==> config.mk <==
export PLATFORM = sky130hd
export DESIGN_NAME = stq_cell
export DESIGN_NICKNAME = d
export VERILOG_FILES = /design/src/hw/rtl/stq_pkg.sv /design/src/hw/rtl/stq_cell.sv
export SDC_FILE = /design/constraint.sdc
export NUM_CORES = 1
export LEC_CHECK = 0
export BUFFER_PORTS_ARGS = -buffer_cell sky130_fd_sc_hd__buf_2
export CORE_AREA = 2 2 175 177
export DETAILED_ROUTE_END_ITERATION = 16
export DIE_AREA = 0 0 177 179
export GPL_ROUTABILITY_DRIVEN = 1
export PLACE_DENSITY_LB_ADDON = 0.1
export SLEW_MARGIN = 10
export SYNTH_ARGS = -nofsm -noshare
export SYNTH_HDL_FRONTEND = slang
export SYNTH_SLANG_ARGS = --single-unit
==> constraint.sdc <==
create_clock -name clock -period 13.55 [get_ports clock]
set_input_delay 1.355 -clock clock [delete_from_list [all_inputs] [get_ports clock]]
set_output_delay 1.355 -clock clock [all_outputs]
set_load 0.1 [all_outputs]
==> src/hw/rtl/stq_pkg.sv <==
// Shared types and constants for the sorted timer queue.
// No dependencies; used by stq_cell and sorted_timer_queue_unit.
package stq_pkg;

   localparam int unsigned MAX_ENTRIES_DEF = 16;
   localparam int unsigned ID_W    = 32;
   localparam int unsigned TIME_W  = 40;
   localparam int unsigned TITLE_W = 16;
   localparam int unsigned KIND_W  = 4;
   localparam int unsigned STAT_W  = 3;
   localparam int unsigned HELD_W  = 5;
   localparam logic [TIME_W-1:0] FLOOR_RESET = 40'd1700000000;

   typedef enum logic [1:0] {
      CMD_SCHED  = 2'd0,
      CMD_CANCEL = 2'd1,
      CMD_POP    = 2'd2,
      CMD_BAD    = 2'd3
   } cmd_type;

   typedef enum logic [STAT_W-1:0] {
      ST_DONE     = 3'd0,
      ST_INVALID  = 3'd1,
      ST_FULL     = 3'd2,
      ST_NOTFOUND = 3'd3,
      ST_NOTDUE   = 3'd4
   } status_type;

   typedef enum logic {
      S_IDLE = 1'b0,
      S_EXEC = 1'b1
   } state_type;

   typedef struct packed {
      logic               valid;
      logic [ID_W-1:0]    id;
      logic [TIME_W-1:0]  time_v;
      logic [TITLE_W-1:0] title;
      logic [KIND_W-1:0]  kind;
   } slot_type;

   // broadcast from the controller to every cell
   typedef struct packed {
      logic              go;
      logic              rm_id_en;
      logic              insert_en;
      logic [ID_W-1:0]   key_id;
      logic [TIME_W-1:0] key_time;
      slot_type          new_slot;
   } ctrl_type;

endpackage

==> src/hw/rtl/stq_cell.sv <==
// One slot of the sorted chain: holds an entry, closes gaps and opens room.
// Depends on stq_pkg.
module stq_cell (
   input  logic              clock,
   input  logic              reset,
   input  stq_pkg::ctrl_type ctrl,
   input  logic              force_rm,
   input  stq_pkg::slot_type left_slot,
   input  logic              left_le,
   input  logic              left_gone,
   input  stq_pkg::slot_type right_slot,
   input  logic              right_le,
   output stq_pkg::slot_type slot,
   output logic              match,
   output logic              le,
   output logic              gone
);

   stq_pkg::slot_type slot_ff, slot_in;
   stq_pkg::slot_type r_own, r_left;
   logic              rle_own, rle_left;

   assign slot  = slot_ff;
   assign match = slot_ff.valid && (slot_ff.id == ctrl.key_id);
   assign le    = slot_ff.valid && (slot_ff.time_v <= ctrl.key_time);
   assign gone  = left_gone | (match & ctrl.rm_id_en) | force_rm;

   always_comb begin
      // content after removal, at this place and at the left neighbor
      r_own    = gone ? right_slot : slot_ff;
      rle_own  = gone ? right_le : le;
      r_left   = left_gone ? slot_ff : left_slot;
      rle_left = left_gone ? le : left_le;
      if (!ctrl.insert_en || rle_own) begin
         slot_in = r_own;
      end else if (rle_left) begin
         slot_in = ctrl.new_slot;
      end else begin
         slot_in = r_left;
      end
   end

   always_ff @(posedge clock) begin
      if (reset) begin
         slot_ff.valid <= 1'b0;
      end else if (ctrl.go) begin
         slot_ff.valid <= slot_in.valid;
      end
      if (ctrl.go) begin
         slot_ff.id     <= slot_in.id;
         slot_ff.time_v <= slot_in.time_v;
         slot_ff.title  <= slot_in.title;
         slot_ff.kind   <= slot_in.kind;
      end
   end

endmodule
==> flow_summary_export.csv <==
group,metric,value,unit
run_status,status,"completed",
timing,layout_min_cycle_time,5340,ps
timing,setup_viol,0,
critical_path,reg2reg_slack,9290,ps
timing,setup_tns,0,ps
synth,async_reset_ff_share,0,%
timing,hold_viol,0,
timing,finClkSkew,15.2,ps
placed_design,place_ws,8110,ps
critical_path,regToRegStartpoint,"slot[61]$_DFFE_PP_",
clock_tree,numCtsBuffers,9,
route,post-route-drc-count,0,
timing,finalWorstSetupSlack,8210,ps
clock_tree,cts_resized,0,
clock_tree,h-tree-depth,3,
synth,mappedNetlistNets,1011,
synth,synth_cells,611,
critical_path,critPathKind,"in -> out",
global_routing,grt_overflow_total,0,
job,drv_cap,0,
synth,synth_edf_count,92,
power_and_ir_drop,powerDensity,115,mW/mm^2
timing,worstMarginPinSlew,952,ps
final_layout,area_growth,45.3,%
global_routing,grt_pass1_wl,34.5,mm
timing,period_share,39.4,%
floorplan,start_util,21.5,%
route,via_per_inst,4.19,
synth,syn_area,0.00647,mm^2
synth,ys.flop_type,"edfxtp_1",
critical_path,r2r_cells,8,
min_path,min_path_type,"reg -> reg",
clock_tree,root_buffer,"clkbuf_16",
clock_tree,insertion_delay,350,ps
min_path,holdCritStartpoint,"slot[92]$_SDFFE_PP0P_",
floorplan,core-area,0.0300,mm^2
global_routing,grt_max_degree,79,
clock_tree,post-cts-setup-buffers,0,
clock_tree,cts_sinks,93,
clock_tree,cts_buffer_depth,2,
min_path,min_to,"slot[92]$_SDFFE_PP0P_",
route,drt_pass1_iterations,4,
critical_path,r2r_end,"slot[85]$_DFFE_PP_",
critical_path,arrival,3990,ps
synth,ys_types,39,
min_path,hold_depth,2,
timing,fmax,187,MHz
floorplan,die-width,177,um
placed_design,numPortBuffers,455,
global_routing,grt_usage,14.7,%
timing,final-max-slew-violation-count,0,
critical_path,crit_path_end_kind,"primary output",
final_layout,final_cells,1456,
clock_tree,clk_pin_slew,70,ps
critical_path,worstPathRequired,12190,ps
final_layout,largest_register_ffs,93,
clock_tree,cts_tree,"built",
clock_tree,cts_hold_buf,0,
synth,avgSynthCellArea,10.6,um^2
route,drtIter0Drc,206,
final_layout,drive_above_1_share,50.5,%
synth,ys_warn_count,0,
route,wl,24.7,mm
critical_path,start_kind,"input pin",
global_routing,antenna_found_initial,1,
timing,timing.hold.ws,526,ps
power_and_ir_drop,ir_worst_vdd,0.0000502,V
global_routing,grt_pass1_vias,6020,
floorplan,row_count,64,
route,wl_per_cell,17.0,um
route,vias,6102,
placed_design,place_congestion,0.753,
final_layout,utilization,31.3,%
synth,postSynthRegisterBits,93,
route,ant_nets,0,
timing,rsz0062_at_grt,"no",
floorplan,ioPinCount,456,
power_and_ir_drop,leakage,4.72,nW
timing,max_slew_margin,36.5,%
placed_design,dp_hpwl,20.4,mm
floorplan,fp.dieH,179,um
synth,ys_seq_area_share,43.0,%
critical_path,worstPathMaxFanout,5,
final_layout,nets,1452,
placed_design,dp.cells,1437,
floorplan,die-area,0.0317,mm^2
-- synthesized netlist by cell type (all sizes together) (2+ instances only) --
cell type / number / area (um^2)
ha: 40 / 500
nor3: 3 / 15.0
nand3: 7 / 35.0
clkbuf: 3 / 11.3
o211ai: 2 / 15.0
nand2: 11 / 41.3
nor2: 95 / 417
xnor2: 5 / 43.8
inv: 43 / 161
a21oi: 110 / 659
nor4: 10 / 62.6
xor2: 27 / 236
buf: 28 / 265
edfxtp: 92 / 2760
a211o: 3 / 26.3
nand4: 15 / 93.8
mux2i: 95 / 951
a21o: 3 / 22.5
o21ai: 3 / 15.0
a221o: 2 / 20.0
-- final cells by class --
class,instances,area [um^2]
clock inverters,7,121
multi-input cells,444,3280
repair buffers,461,2320
diodes,3,7.51
fillers,3306,20600
well taps,396,495
inverters,43,161
clock buffers,9,225
flip-flops and latches,93,2780
-- layer usage --
layer  wire length [um]  global-route usage [%]
met3               2150                    4.35
met4                182                    2.65
met5                  0                       0
met2              13200                    28.5
met1               9180                    15.8
-- worst max path at each step --
| stage | startpoint | endpoint | slack (ps) | cells after the start |
|---|---|---|---|---|
| finish | ctrl[132] | le | 8210 | 10 |
| global route | ctrl[131] | le | 8050 | 8 |
| CTS | ctrl[132] | le | 8110 | 8 |
| detailed placement | ctrl[132] | le | 8110 | 8 |
| global placement | ctrl[132] | le | 8140 | 10 |
| floorplan | ctrl[164] | slot[0]$_DFFE_PP_ | 2390 | 7 |
-- critical path, stage by stage --
cell	delay, ps
buf_2	80
inv_1	40
ha_1	310
nand4_1	220
nor3_1	110
a221o_1	320
or3_1	380
a211o_1	310
a21oi_2	340
buf_2	510
-- kinds of logic after synthesis --
group	count (synthesis)	share of synthesized area, %
AND/OR/NAND/NOR	146	10.8
AO/OA/AOI/OAI	131	12.7
XOR/XNOR	32	4.33
buffers and inverters	74	6.77
adder cells (fa/ha/maj)	40	7.74
flip-flops	93	43.0
multiplexers	95	14.7
-- stage by stage --
step / cell area, um^2 / power [W]
after floorplan: 6470 / 0.000684
after global routing: 9390 / 0.00114
after global placement: 9040 / 0.000791
after CTS: 9390 / 0.00111
after detailed placement: 9040 / 0.000792
final: 9400 / 0.00108
-- power breakdown --
group / switching [W] / internal (W)
combinational: 0.000297 / 0.000112
clock: 0.000124 / 0.000182
sequential: 0.0000162 / 0.000353
total: 0.000437 / 0.000647
-- cells in the final DEF, fill, tap and decap left out, drive strengths merged, types with 2 or more instances in the layout --
master / n
buf: 461
a21oi: 110
bufinv: 3
o21ai: 3
diode: 3
clkbuf: 9
o211ai: 2
nand4: 15
xnor2: 5
clkinv: 2
a211o: 3
nor2: 95
nor4: 10
mux2i: 95
a21o: 3
a221o: 2
ha: 40
nor3: 3
edfxtp: 92
inv: 45
nand3: 7
xor2: 27
nand2: 11
Note: power is estimated with default switching activity, not from simulation.
